**src/hw/rtl/qph_pkg.sv**
```systemverilog
`default_nettype none
// ----------------------------------------------------------------------------
// qph_pkg
// Shared widths, codes and types of the quadratic-probe hash table unit.
// ----------------------------------------------------------------------------
package qph_pkg;

    localparam int KEY_W      = 32;
    localparam int FUNC_W     = 2;
    localparam int OUTCOME_W  = 3;
    localparam int SLOT_W     = 10;
    localparam int COUNT_W    = 11;
    localparam int TS_W       = 11;
    localparam int COEF_W     = 10;
    localparam int CFG_IDX_W  = 2;
    localparam int CFG_DATA_W = 11;

    localparam int SLOTS_DEFAULT = 1024;

    // remainder unit: dividend bits retired per cycle
    localparam int MOD_BITS = 4;

    localparam logic [TS_W-1:0]   TS_RESET   = 11'd1024;
    localparam logic [COEF_W-1:0] LIN_RESET  = 10'd2;
    localparam logic [COEF_W-1:0] QUAD_RESET = 10'd3;

    localparam logic [FUNC_W-1:0] FUNC_INSERT = 2'd0;
    localparam logic [FUNC_W-1:0] FUNC_SEARCH = 2'd1;
    localparam logic [FUNC_W-1:0] FUNC_CLEAR  = 2'd2;

    localparam logic [OUTCOME_W-1:0] OUT_INSERTED  = 3'd0;
    localparam logic [OUTCOME_W-1:0] OUT_FULL      = 3'd1;
    localparam logic [OUTCOME_W-1:0] OUT_FOUND     = 3'd2;
    localparam logic [OUTCOME_W-1:0] OUT_NOT_FOUND = 3'd3;
    localparam logic [OUTCOME_W-1:0] OUT_CLEARED   = 3'd4;

    localparam logic [CFG_IDX_W-1:0] CFG_TABLE_SIZE = 2'd0;
    localparam logic [CFG_IDX_W-1:0] CFG_PROBE_LIN  = 2'd1;
    localparam logic [CFG_IDX_W-1:0] CFG_PROBE_QUAD = 2'd2;

    typedef logic [FUNC_W-1:0]    func_t;
    typedef logic signed [KEY_W-1:0] key_t;
    typedef logic [OUTCOME_W-1:0] outcome_t;
    typedef logic [SLOT_W-1:0]    slot_t;
    typedef logic [COUNT_W-1:0]   count_t;

    typedef enum logic [3:0] {
        ST_INIT,
        ST_IDLE,
        ST_SETUP,
        ST_CLEAR,
        ST_MOD_LIN,
        ST_MOD_QUAD,
        ST_COEF,
        ST_MOD_KEY,
        ST_FETCH,
        ST_PROBE
    } state_t;

endpackage
`default_nettype wire

```
**src/hw/rtl/qph_mod_unit.sv**
```systemverilog
`default_nettype none
// ----------------------------------------------------------------------------
// qph_mod_unit
// Iterative restoring remainder of a 32-bit unsigned value by a runtime
// modulus, MOD_BITS dividend bits per cycle. done pulses when finished.
// ----------------------------------------------------------------------------
module qph_mod_unit
    import qph_pkg::*;
#(
    parameter int MW = 11
) (
    input  wire logic             clk,
    input  wire logic             rst_n,
    input  wire logic             start,
    input  wire logic [KEY_W-1:0] dividend,
    input  wire logic [MW-1:0]    modulus,
    output logic                  done,
    output logic [MW-1:0]         remainder
);

    localparam int STEPS = KEY_W / MOD_BITS;
    localparam int CW    = (STEPS > 1) ? $clog2(STEPS) : 1;

    logic          busy_reg, busy_next;
    logic          done_reg, done_next;
    logic [CW-1:0] cnt_reg, cnt_next;
    logic [MW-1:0] rem_reg, rem_next;
    logic [KEY_W-1:0] quo_reg, quo_next;

    always_comb
    begin
        logic [MW:0]      t;
        logic [MW-1:0]    rem_v;
        logic [KEY_W-1:0] quo_v;

        rem_v = rem_reg;
        quo_v = quo_reg;
        for (int b = 0; b < MOD_BITS; b++)
        begin
            t     = {rem_v, quo_v[KEY_W-1]};
            quo_v = {quo_v[KEY_W-2:0], 1'b0};
            if (t >= {1'b0, modulus})
            begin
                t = t - {1'b0, modulus};
            end
            rem_v = t[MW-1:0];
        end

        busy_next = busy_reg;
        done_next = 1'b0;
        cnt_next  = cnt_reg;
        rem_next  = rem_reg;
        quo_next  = quo_reg;

        if (start)
        begin
            busy_next = 1'b1;
            cnt_next  = '0;
            rem_next  = '0;
            quo_next  = dividend;
        end
        else if (busy_reg)
        begin
            rem_next = rem_v;
            quo_next = quo_v;
            cnt_next = cnt_reg + CW'(1);
            if (cnt_reg == CW'(STEPS - 1))
            begin
                busy_next = 1'b0;
                done_next = 1'b1;
            end
        end
    end

    always_ff @(posedge clk or negedge rst_n)
    begin
        if (!rst_n)
        begin
            busy_reg <= 1'b0;
            done_reg <= 1'b0;
            cnt_reg  <= '0;
        end
        else
        begin
            busy_reg <= busy_next;
            done_reg <= done_next;
            cnt_reg  <= cnt_next;
        end
    end

    always_ff @(posedge clk)
    begin
        rem_reg <= rem_next;
        quo_reg <= quo_next;
    end

    assign done      = done_reg;
    assign remainder = rem_reg;

endmodule
`default_nettype wire

```
**config.mk**
```make
export PLATFORM = sky130hd
export DESIGN_NAME = qph_mod_unit
export DESIGN_NICKNAME = d
export VERILOG_FILES = /design/src/hw/rtl/qph_pkg.sv /design/src/hw/rtl/qph_mod_unit.sv
export SDC_FILE = /design/constraint.sdc
export NUM_CORES = 1
export LEC_CHECK = 0
export BUFFER_PORTS_ARGS = -buffer_cell sky130_fd_sc_hd__buf_2
export CAP_MARGIN = 10
export CORE_UTILIZATION = 59
export CTS_CLUSTER_SIZE = 16
export DETAILED_ROUTE_END_ITERATION = 12
export HOLD_SLACK_MARGIN = 0.08
export PLACE_DENSITY = 0.78
export RECOVER_POWER = 25
export SYNTH_ARGS = -nofsm -noshare
export SYNTH_HDL_FRONTEND = slang
export SYNTH_SLANG_ARGS = --single-unit
```
**constraint.sdc**
```tcl
create_clock -name clk -period 11.75 [get_ports clk]
set_clock_uncertainty 0.05 [all_clocks]
set_input_delay 0.5875 -clock clk [delete_from_list [all_inputs] [get_ports clk]]
set_output_delay 0.5875 -clock clk [all_outputs]
set_load 0.02 [all_outputs]
```
After elaboration in Yosys (flattened, before gate mapping)

Cells that the tools add are included.

Register bits: 48
Latch bits: 0
Bits in writable memories: 0
Memory bits (read-only): 0
Input bits: 46
Output and inout bits: 12
Word-level logic and storage cells: 30
Memories: 0

Add/sub/neg operators: 5
$mul: 0
Divide/modulo/power cells: 0
Order comparisons: 4
Equality and inequality tests: 1
Shift-type cells: 0
Muxes and demuxes: 14
Bitwise gates (word level): 0
Reductions and logical operators: 1

Operators with widths:

| kind                                                           | number |
|---|---|
| 32-bit 2-to-1 mux                                              | 2 |
| 12-bit by 11-bit greater-or-equal comparator with 1-bit output | 4 |
| 11-bit 2-to-1 mux                                              | 4 |
| 11-bit subtractor                                              | 4 |
| 1-bit 2-to-1 mux                                               | 6 |
| 3-bit 2-to-1 mux                                               | 2 |
| 3-bit by 1-bit adder with 3-bit output (second input constant) | 1 |
| 3-bit equality test (second input constant)                    | 1 |
| 2-bit nonzero test                                             | 1 |

Logic depth before layout (Yosys ltp)

Gate-level depths: netlist of the first run.

Depth after elaboration: 8
Mapped depth: 44
Depth with buffers taken out: 40

Least setup slack after synthesis of the first run

Ideal clock, no wire load.

Kind: in2reg
Start point: in modulus[5]
End point: reg rem_reg[0], in the netlist remainder[0]
Setup time: 0.079 ns
Arrival: 8.705 ns
Data required time: 11.621 ns
Setup slack: 2.916 ns
Stages on the path: 35
Buffers on the path: 2
Cells stage by stage: inv_1 > ha_1 > a211oi_2 > nor2_1 > o31a_2 > nor2_8 > buf_1 > o21ai_0 > fa_1 > a211oi_1 > nor2_1 > or4_4 > a31oi_4 > o21ai_2 > nor2_4 > mux2_2 > ha_1 > or4_1 > o211ai_1 > nor2b_1 > o21ai_0 > a21oi_1 > and3b_1 > buf_6 > mux2_2 > ha_1 > or4_1 > o21ai_0 > a21oi_1 > a21o_1 > a21oi_1 > o21ai_0 > a221o_1 > mux2_1 > a211oi_2

Cells in the longest elaborated chain, start to end: 8
Elaborated cells between the ends (all ways): 11
Classes of those cells: 3 x add/sub; 4 x order compare; 4 x mux

RTL lines:

| item                                                                                                       | RTL line                               | text |
|---|---|---|
| start, declared                                                                                            | qph_mod_unit.sv:16                     | `input wire logic [MW-1:0] modulus,` |
| 11-bit subtractor / 12-bit by 11-bit greater-or-equal comparator with 1-bit output (equally long branches) | qph_mod_unit.sv:44, qph_mod_unit.sv:42 |  |
| 11-bit 2-to-1 mux                                                                                          | qph_mod_unit.sv:42                     | `if (t >= {1'b0, modulus})` |
| 11-bit subtractor / 12-bit by 11-bit greater-or-equal comparator with 1-bit output (equally long branches) | qph_mod_unit.sv:44, qph_mod_unit.sv:42 |  |
| 11-bit 2-to-1 mux                                                                                          | qph_mod_unit.sv:42                     |  |
| 11-bit subtractor / 12-bit by 11-bit greater-or-equal comparator with 1-bit output (equally long branches) | qph_mod_unit.sv:44, qph_mod_unit.sv:42 |  |
| 11-bit 2-to-1 mux                                                                                          | qph_mod_unit.sv:42                     |  |
| 12-bit by 11-bit greater-or-equal comparator with 1-bit output *                                           | qph_mod_unit.sv:42                     |  |
| 11-bit 2-to-1 mux *                                                                                        | qph_mod_unit.sv:42                     |  |
| end signal, assigned                                                                                       | qph_mod_unit.sv:93                     | `rem_reg <= rem_next;` |
| end, declared                                                                                              | qph_mod_unit.sv:27                     | `logic [MW-1:0] rem_reg, rem_next;` |

Every way passes the cells marked *; elsewhere a longest branch is shown, timed or not.
A chain may end at the register's enable or synchronous reset.

Final worst setup path of the first run

Start point: reg quo_reg[31]
End point: reg rem_reg[10], in the netlist remainder[10]

Cells in the longest elaborated chain, start to end: 8
Elaborated cells between the ends (all ways): 12
Classes of those cells: 4 x add/sub; 4 x order compare; 4 x mux

RTL lines:

| item                                                                                                       | RTL line                               | text |
|---|---|---|
| start, declared                                                                                            | qph_mod_unit.sv:28                     | `logic [KEY_W-1:0] quo_reg, quo_next;` |
| start signal, assigned                                                                                     | qph_mod_unit.sv:94                     | `quo_reg <= quo_next;` |
| 11-bit subtractor / 12-bit by 11-bit greater-or-equal comparator with 1-bit output (equally long branches) | qph_mod_unit.sv:44, qph_mod_unit.sv:42 |  |
| 11-bit 2-to-1 mux *                                                                                        | qph_mod_unit.sv:42                     |  |
| 11-bit subtractor / 12-bit by 11-bit greater-or-equal comparator with 1-bit output (equally long branches) | qph_mod_unit.sv:44, qph_mod_unit.sv:42 |  |
| 11-bit 2-to-1 mux *                                                                                        | qph_mod_unit.sv:42                     |  |
| 11-bit subtractor / 12-bit by 11-bit greater-or-equal comparator with 1-bit output (equally long branches) | qph_mod_unit.sv:44, qph_mod_unit.sv:42 |  |
| 11-bit 2-to-1 mux *                                                                                        | qph_mod_unit.sv:42                     |  |
| 11-bit subtractor / 12-bit by 11-bit greater-or-equal comparator with 1-bit output (equally long branches) | qph_mod_unit.sv:44, qph_mod_unit.sv:42 |  |
| 11-bit 2-to-1 mux *                                                                                        | qph_mod_unit.sv:42                     |  |

Marks and branches as above.

==> metrics list, run 1 <==
* # rows: 31
* Count of flip-flops with a built-in enable after synthesis: 32
* Clock Tree Root: sky130_fd_sc_hd__clkbuf_8
- Cell type with the highest aggregate area in the netlist: sky130_fd_sc_hd__edfxtp_1
- Height of the chip: 88.5 µm
* Final setup TNS: 0 ns
* Post-synthesis instance area: 4410 µm²
* Drt drc: 0
* Final-layout fill cell count: 607
- The endpoint identified for the worst register-to-register timing path is remainder[10].
- In this design, the stage delay of the slowest critical-path cell is 0.64 ns.
- In this run the most critical hold path is launched from remainder[9].
- Maximum fanout along the worst path: 17
- Yosys instantiated no cell more often than sky130_fd_sc_hd__ha_1.
- Top flip-flop cell by instance count after synthesis: sky130_fd_sc_hd__edfxtp_1
- The initial utilization of the core area, before any placement, comes to 60.8%.
- Library cells used by synthesis: 62
* Cell depth of the worst hold path: 2
- The repair_antennas step left the layout with diodes totalling 0.
- Main area contributors after synthesis: sky130_fd_sc_hd__edfxtp_1 (22%), sky130_fd_sc_hd__ha_1 (13%), sky130_fd_sc_hd__mux2_2 (11%)
- Data on the critical path is required at its endpoint by 11.79 ns.
* Average size of a mapped cell: 9.89 µm²
* Placer congestion estimate: 0.991
- Grt ovf: 0
- The via count of the first global-routing pass is 3440.
* Type of the most critical hold path: flop to flop
- STA classifies the critical path endpoint as a flop.
- Across every metal layer, demand over resource in global routing totals 27.8%.
- Violations in the final reports: capacitance limit, slew limit
- Detailed placement ended at an HPWL of 8470 µm.
* Number of antenna violations at the first check in global routing: 0
- The number of endpoints with negative hold slack in the final report came to 0.
- Clock insertion delay at the later pin of the skew report: 0.30 ns
* Number of max-slew violations in the final report: 48
- Setup violations remaining at the end of the flow were counted as 0.
* Worst setup slack after layout: 1.73 ns
- The worst setup path is of the flop to flop kind.
* Maximum Capacitance Violations: 1
* Resized Gates After CTS: 0
* Maximum number of buffers from clock root to sink: 2
- CP Data Arrival Time: 10.05 ns
- Proportion of synthesized chip area in sequential cells: 29.6%
- Most used cell, CP: sky130_fd_sc_hd__o21ai_0
- For the finished layout, the period the worst path requires is 10.02 ns.
- Synthesis-stage register bit count: 48
- In the final routed layout, each cell accounts on average for 17.7 µm.
* Total number of nets in the final design: 596
- Number of buffers added by the clock tree synthesis step: 5
- After detailed routing, the number of vias per cell comes to 6.14.
- Die X-Extent: 88.5 µm
- Global-route wire length before repair: 16400 µm
- Number of instances in the synthesized netlist: 446
- TritonCTS Sinks: 48
* Worst R2R Setup Slack: 1.73 ns
- The detail route stage leaves a number of antenna-violating nets equal to 0.
* Reg2reg path depth: 35
- Hold is met by 0.473 ns.
- Warnings from Yosys: 0
- Category of the worst setup path launch point: flop
* I/O pin count: 58
- For hold timing, the worst endpoint is remainder[9].
- The die covers 7830 µm².
- Slew @ Worst Pin: 2.11 ns
* Htree depth: 2
- Clock-pin slew was measured on the worst setup and hold paths at 0.09 ns.
* First-pass detailed-route iteration total: 5
* Cell types with the highest counts after synthesis: sky130_fd_sc_hd__ha_1 (46), sky130_fd_sc_hd__mux2_2 (44), sky130_fd_sc_hd__nor2_1 (38)
- Share of the synthesized area in the top cell type: 21.8%
- RSZ-0062 raised after global routing: false
- Placement-stage worst setup slack: 1.61 ns
- The register with the most flip-flops in the layout has 32 of them.
* Cell with the largest stage delay on the worst path: sky130_fd_sc_hd__and3b_1
- Static timing analysis puts the maximum clock frequency at 99.8 MHz.
- The final layout contains routed wiring with a total length of 10600 µm.
* Startpoint of the worst-slack reg-to-reg timing path: quo_reg[31]
- Area Growth Syn to Fin: 10.4%
- In this run, the number of DRC markers left after iteration 0 of detailed routing was 226.
- Count of buffers inserted at the top-level ports: 57
- Outcome: complete, but fails checks
* Vias: 3686
* Proportion of register bits with asynchronous set or reset after synthesis: 10.4%
* Period Utilization, post-route: 85.2%
- The post-route netlist has 21.8% of its cells at a drive strength greater than 1.
- Max-Slew Margin vs Limit: -40.8%
* Maximum number of pins on one net before global-route repair: 48
* TritonCTS clock tree: built
- CORE AREA: 7250 µm²
- Synthesized netlist net count: 542
[layer usage]
metal	vias up	global-route usage [%]	wire length, µm
met5	-	0	0
met1	1730	38.2	4640
met2	146	43.1	4860
met3	29	5.04	755
met4	0	11.7	342
li1	1781	-	-
[through the flow]
step	cells	area [µm²]	util, %
finish	600	4870	67.2
floorplan	446	4410	-
global route	600	4870	67.2
global placement	591	4770	65.8
CTS	600	4890	67.4
detailed placement	591	4770	65.8
[kinds of logic (layout without fill, tap and decap cells)]
kind of cell,Yosys count,in the layout,share of synthesized area [%]
flip-flops,48,48,29.6
buffers and inverters,40,95,3.69
AO/OA/AOI/OAI,107,107,17.8
XOR/XNOR,28,28,5.56
multiplexers,62,62,15.3
adder cells (fa/ha/maj),50,50,14.9
AND/OR/NAND/NOR,111,111,13.2
[area by class of cell]
class                   instances  area [µm²]  area share [%]
repair buffers                 59         287            5.88
clock buffers                   6        72.6            1.49
multi-input cells             358        2940            60.4
flip-flops and latches         48        1310            26.8
well taps                      99         124            2.54
clock inverters                 2        35.0           0.719
inverters                      28         105            2.16
[cell usage in the layout (no fill, tap or decap), types with 6 or more instances in the layout]
cell / instances
sky130_fd_sc_hd__a211oi_1: 12
sky130_fd_sc_hd__a21o_1: 13
sky130_fd_sc_hd__a21oi_1: 17
sky130_fd_sc_hd__buf_2: 44
sky130_fd_sc_hd__clkbuf_1: 14
sky130_fd_sc_hd__dfxtp_1: 11
sky130_fd_sc_hd__edfxtp_1: 32
sky130_fd_sc_hd__ha_1: 46
sky130_fd_sc_hd__inv_1: 28
sky130_fd_sc_hd__mux2_2: 44
sky130_fd_sc_hd__mux2i_1: 17
sky130_fd_sc_hd__nand2_1: 19
sky130_fd_sc_hd__nand2b_1: 6
sky130_fd_sc_hd__nand4_1: 8
sky130_fd_sc_hd__nor2_1: 38
sky130_fd_sc_hd__nor2b_1: 6
sky130_fd_sc_hd__o21a_1: 9
sky130_fd_sc_hd__o21ai_0: 19
sky130_fd_sc_hd__xnor2_1: 20
sky130_fd_sc_hd__xor2_1: 8
[worst max-delay path by stage]
stage / start / endpoint / slack [ns] / cells after the start
after CTS: quo_reg[31] / remainder[0] / 1.88 / 36
final: quo_reg[31] / remainder[10] / 1.73 / 35
after floorplan: modulus[5] / remainder[0] / 2.92 / 35
after global routing: quo_reg[31] / remainder[10] / 1.04 / 36
after global placement: modulus[0] / remainder[0] / 1.89 / 36
after detailed placement: modulus[0] / remainder[0] / 1.61 / 36
[repair_timing]
action	CTS	global route
buffers inserted	0	0
hold buffers	1	0
endpoints found under the hold margin	5	0
[worst max-delay path, delay by kind of cell (launching register included)]
family | cells | cell delay, ns
and+or+nand+nor | 10 | 3.00
AOI/OAI and AO/OA | 16 | 3.34
DFF | 1 | 0.40
muxes | 3 | 1.24
buffers and inverters | 1 | 0.06
adders and majority gates | 5 | 1.69
Power of run 1 is not shown: default switching activity piles up to over one toggle a cycle in this logic, so the estimate is an artifact.
==> inputs of run 2 (changes only) <==
- CORE_UTILIZATION: 59 -> 61
- CTS_BUF_LIST: not set -> sky130_fd_sc_hd__clkbuf_4 sky130_fd_sc_hd__clkbuf_8
- PLACE_DENSITY: 0.78 -> 0.81
==> metrics list, run 2 (synthesis results as in run 1) <==
- Max FFs per register: 32
- The floorplan has 30 rows.
- Entering global routing, the biggest net connects 48 pins.
- The flow ran to the end, but the final reports show violations.
* Number of buffers added by the clock tree synthesis step: 5
- For this run, design rule violations remaining after detail routing come to 0.
- Most common library cell in the layout ignoring fill and taps: sky130_fd_sc_hd__ha_1
- Clock transition time at the flip-flop clock pins of the worst setup and hold paths: 0.08 ns
- In this run the deepest clock path goes through 2 buffers.
- Fmax: 100 MHz
- Vias per Instance: 6.12
- In this design, the stage delay of the slowest critical-path cell is 0.61 ns.
- Counting both buffers and inverters, the worst setup path holds a total of 1.
- Critical path endpoint category: flop
- The die covers 7580 µm².
- I/O pin count: 58
- Global routing used 28.9% of the available tracks.
- TritonCTS Sinks: 48
- Among the stages of the critical path, the cell type that occurs most often is sky130_fd_sc_hd__o21ai_0.
- The number of antenna violations at the first check in global routing came to 0.
- Count of buffers inserted at the top-level ports: 57
- Broken down by cell family, the worst path's largest delay share belongs to compound AO/OA/AOI/OAI gates.
- CORE AREA: 6910 µm²
- The critical path is of the input port to flop type.
- TritonCTS clock tree: built
* Type of the most critical hold path: flop to flop
- Clock Tree Root: sky130_fd_sc_hd__clkbuf_8
* Number of global-route vias before repair: 3379
- The final route contains 3654 vias.
* Die X-Extent: 87.0 µm
- Summed over all layers, the global routing overflow is 0.
- Setup total negative slack on the finished layout was measured at 0 ns.
- The die is 87.0 µm tall.
- The number of endpoints with negative hold slack in the final report was 0.
* Total number of nets in the final design: 596
- Final period demand of the worst path: 9.98 ns
- After the first detailed-routing iteration, the DRC count stood at 243.
- Global-route wire length before repair: 16600 µm
- Final number of setup-violating endpoints: 0
- Detail Placement HPWL: 8480 µm
- Most used cells in the layout excluding fill and tap cells: sky130_fd_sc_hd__ha_1 (46), sky130_fd_sc_hd__mux2_2 (44), sky130_fd_sc_hd__buf_2 (44)
- Period Utilization, post-route: 84.9%
- For the pin with the worst max-slew slack, the measured transition is 2.21 ns.
* Remaining antenna violation count after routing: 0
- The repair_antennas step left the layout with diodes totalling 0.
* Data required, critical path: 11.79 ns
- Htree depth: 2
* Cell with the largest stage delay on the worst path: sky130_fd_sc_hd__and3b_1
- Clock insertion delay at the later pin of the skew report: 0.30 ns
* CP Data Arrival Time: 10.02 ns
- Setup repair after global routing left no endpoint under its margin.
- Max-cap violations in this run came to 1.
- Area Growth Syn to Fin: 9.90%
* Share of final-layout standard cells stronger than drive strength 1: 21.8%
- The checks that failed: capacitance limit, slew limit.
- Gates resized during post-CTS repair numbered 0.
- Of all nets on the critical path, the largest fanout is 17.
- DRT Wirelength: 10700 µm
* Category of the worst setup path launch point: input port
- After detailed routing, the average wire length per cell comes to 17.9 µm.
- Routability-driven placement finished with a final weighted congestion of 0.978.
* First-pass detailed-route iteration total: 5
- Max-Slew Margin vs Limit: -47.4%
- Starting utilization of the core area: 63.9%
- Number of max-slew violations in the final report: 48
[run 2: worst paths after layout]
| check | startpoint | end | slack (ns) | cells past startpoint |
|---|---|---|---|---|
| worst max-delay path | modulus[0] | remainder[6] | 1.77 | 36 |
| worst min-delay path | remainder[10] | remainder[10] | 0.47 | 2 |
| worst max register to register | quo_reg[31] | remainder[6] | 1.78 | 36 |
| worst min register to register | remainder[10] | remainder[10] | 0.47 | 2 |
| max in group asynchronous | rst_n | done | 10.85 | 2 |
| min in group asynchronous | rst_n | cnt_reg[2] | 0.60 | 2 |
[run 2: through the flow]
stage	util [%]	setup WS [ns]	cell area, µm²	hold WS [ns]	std cells
2_1_floorplan	-	2.92	4410	0.242	446
3_3_place_gp	69.0	1.86	4770	0.355	588
3_5_place_dp	69.0	1.63	4770	0.355	588
4_1_cts	70.4	1.91	4860	0.471	597
5_1_grt	70.2	1.08	4850	0.510	597
6_report	70.2	1.77	4850	0.469	597
[run 2: cell type report]
class | count | area (µm²)
Multi-Input combinational cell | 358 | 2940
Fill cell | 549 | 2060
Clock inverter | 1 | 3.75
Tap cell | 96 | 120
Timing Repair Buffer | 59 | 287
Clock buffer | 7 | 83.8
Inverter | 28 | 105
Sequential cell | 48 | 1310
[run 2: worst register-to-register path: cells and delay by family, from the launching register on]
kind / cells / cell delay (ns)
AOI/OAI and AO/OA: 17 / 3.74
and+or+nand+nor: 10 / 2.58
adders and majority gates: 5 / 1.68
muxes: 3 / 1.27
DFF: 1 / 0.38
buffers and inverters: 1 / 0.06
[run 2: repair_timing]
action                    in CTS  in global routing
hold buffers                   1                  0
hold endpoints to repair       5                  0
buffers inserted               0                  0
[run 2: routing by layer]
metal	up-vias	wire length [µm]	part of all wire, %	track usage, %
li1	1788	-	-	-
met1	1690	4950	46	40.5
met2	148	4790	45	45.5
met3	28	632	5.9	4.55
met4	0	304	2.8	10.0
met5	-	0	0	0
Power of run 2 is left out for the same reason.
==> inputs of run 3 (changes only) <==
- CORE_UTILIZATION: 61 -> 55
- PLACE_DENSITY: 0.81 -> 0.77
- clock period: 11.75 -> 8.04 ns (I/O delays scaled with it)
==> metrics list, run 3 (synthesis results as in run 1) <==
- Outcome: complete, but fails checks
- Violations in the final reports: setup timing
- Cell depth of the worst hold path: 2
- Excluding fillers, the count of instances in the completed layout stands at 731.
* Global-route wire length before repair: 20800 µm
* Cell with the largest stage delay on the worst path: sky130_fd_sc_hd__or4_4
- Cells with a size suffix above 1 make up 45.5% of the layout.
* Most common library cell in the layout ignoring fill and taps: sky130_fd_sc_hd__buf_4
* Category of the worst setup path launch point: flop
- DRT Wirelength: 14400 µm
- For this design the top-level I/O count stands at 58.
- Drt wl/cell: 19.7 µm
- Number of global-route vias before repair: 4156
* Number of buffers added by the clock tree synthesis step: 5
- Once detail routing completed, the nets flagged for antenna violations numbered 0.
* Type of the most critical hold path: input port to flop
- In the finished design, the share of the clock period the worst path needs comes to 103%.
- RSZ-0062 raised after global routing: true
- Maximum number of pins on one net before global-route repair: 48
- Final period demand of the worst path: 8.27 ns
* Max incr delay on CP: 0.44 ns
- Die area: 8380 µm²
* Grt ovf: 0
- Most used cell, CP: sky130_fd_sc_hd__o21ai_2
* Htree depth: 2
- In this run, placement finished with an instance count of 702.
- The number of antenna diodes in the final layout is 0.
- Drt drc: 0
* Clock insertion delay at the later pin of the skew report: 0.30 ns
- Data required, critical path: 8.14 ns
* Area after DPL: 5680 µm²
- Final-layout fill cell count: 468
- Worst hold slack: 0.323 ns
* Final setup TNS: -1.98 ns
* Area Growth Syn to Fin: 39.5%
* TritonCTS Sinks: 48
* Maximum Capacitance Violations: 0
* Max-Slew Margin vs Limit: 45.4%
- Die X-Extent: 91.6 µm
- Vias per Instance: 6.01
- Final number of setup-violating endpoints: 11
- Maximum number of buffers from clock root to sink: 2
- Global routing used 32.3% of the available tracks across all layers.
- The worst setup path is captured at a flop.
- At the end of the flow, the number of nets in the layout was 724.
- Data on the critical path arrives at its endpoint at 8.37 ns.
- The die is 91.6 µm tall.
- Vias: 4394
- Fmax: 121 MHz
- Detail Placement HPWL: 10200 µm
- In the layout the commonest cells are sky130_fd_sc_hd__buf_4 (124), sky130_fd_sc_hd__buf_2 (56), sky130_fd_sc_hd__mux2_2 (39).
- At the pin with the least slew margin, the transition time is 0.819 ns.
- CORE AREA: 7730 µm²
- The number of antenna violations at the first check in global routing is 0.
- Clock Tree Root: sky130_fd_sc_hd__clkbuf_8
- The detailed router finished its first iteration with 289 violations.
- The number of endpoints with negative hold slack in the final report is 0.
- The number of pins with negative max-slew slack in the final report was 0.
* Max FFs per register: 32
- Of all nets on the critical path, the largest fanout is 8.
* Clock transition time at the flip-flop clock pins of the worst setup and hold paths: 0.09 ns
* Starting utilization of the core area: 57.1%
- # rows: 32
* Reg2reg path depth: 42
- Worst setup slack after layout: -0.230 ns
* First-pass detailed-route iteration total: 5
- Count of buffers inserted at the top-level ports: 57
* Summed area of non-filler cells in the final layout: 6150 µm²
* Kind of critical path: flop to flop
- Placer congestion estimate: 0.935
- TritonCTS built the clock tree.
-- run 3: changes by cell type in the layout (fill, tap and decap cells not counted), moves of 5 or more --
cell,delta
sky130_fd_sc_hd__o21ai_0,-9
sky130_fd_sc_hd__buf_4,+123
sky130_fd_sc_hd__ha_4,+7
sky130_fd_sc_hd__o21ai_2,+5
sky130_fd_sc_hd__buf_2,+12
sky130_fd_sc_hd__mux2_2,-5
sky130_fd_sc_hd__ha_1,-10
sky130_fd_sc_hd__clkbuf_1,-12
sky130_fd_sc_hd__mux2_4,+5
-- run 3: cell type report --
cell class	count	area, µm²	area share, %
clock buffer	5	68.8	1.12
clock inverter	3	47.5	0.773
inverter	28	109	1.77
multi-input combinational	359	3210	52.1
sequential	48	1310	21.2
tap	102	128	2.07
timing repair buffer	186	1290	20.9
-- run 3: worst paths after layout --
check	start	to	slack, ns
setup / recovery	quo_reg[31]	remainder[6]	-0.23
hold / removal	dividend[1]	quo_reg[1]	0.32
setup reg to reg	quo_reg[31]	remainder[6]	-0.23
hold reg to reg	remainder[10]	remainder[10]	0.50
max in group asynchronous	rst_n	busy_reg	7.26
min in group asynchronous	rst_n	done	0.45
-- run 3: timing repair --
action                                  4_1_cts  5_1_grt
gates cloned                                  1        0
pin swaps                                    14       21
endpoints found under the hold margin         5        0
endpoints found under the setup margin       11       11
hold buffers                                  1        0
buffers inserted                              5       14
gates resized for setup                      25       18
-- run 3: worst max-delay path, delay by kind of cell, from the launching register on --
family,cells,cell delay [ns]
adder cells (fa/ha/maj),5,1.63
buffers and inverters,5,0.64
multiplexers,2,0.57
AND/OR/NAND/NOR,11,1.99
AO/OA/AOI/OAI,19,2.78
flip-flops,1,0.43
-- run 3: per-layer routing --
layer  part of all wire (%)  vias up  global-route usage [%]
met5                      0        -                       0
met4                    3.2        0                    11.5
met3                    6.8       39                    6.45
met2                     49      198                    54.1
met1                     41     2114                    41.3
li1                       -     2043                       -
-- run 3: through the flow --
stage	worst slack, ns	utilization [%]
after global placement	-0.124	73.4
final	-0.230	79.6
after global routing	-0.523	79.6
after detailed placement	-0.331	73.4
after floorplan	0.00108	-
after CTS	0.00195	76.9
Power of run 3 is left out for the same reason.
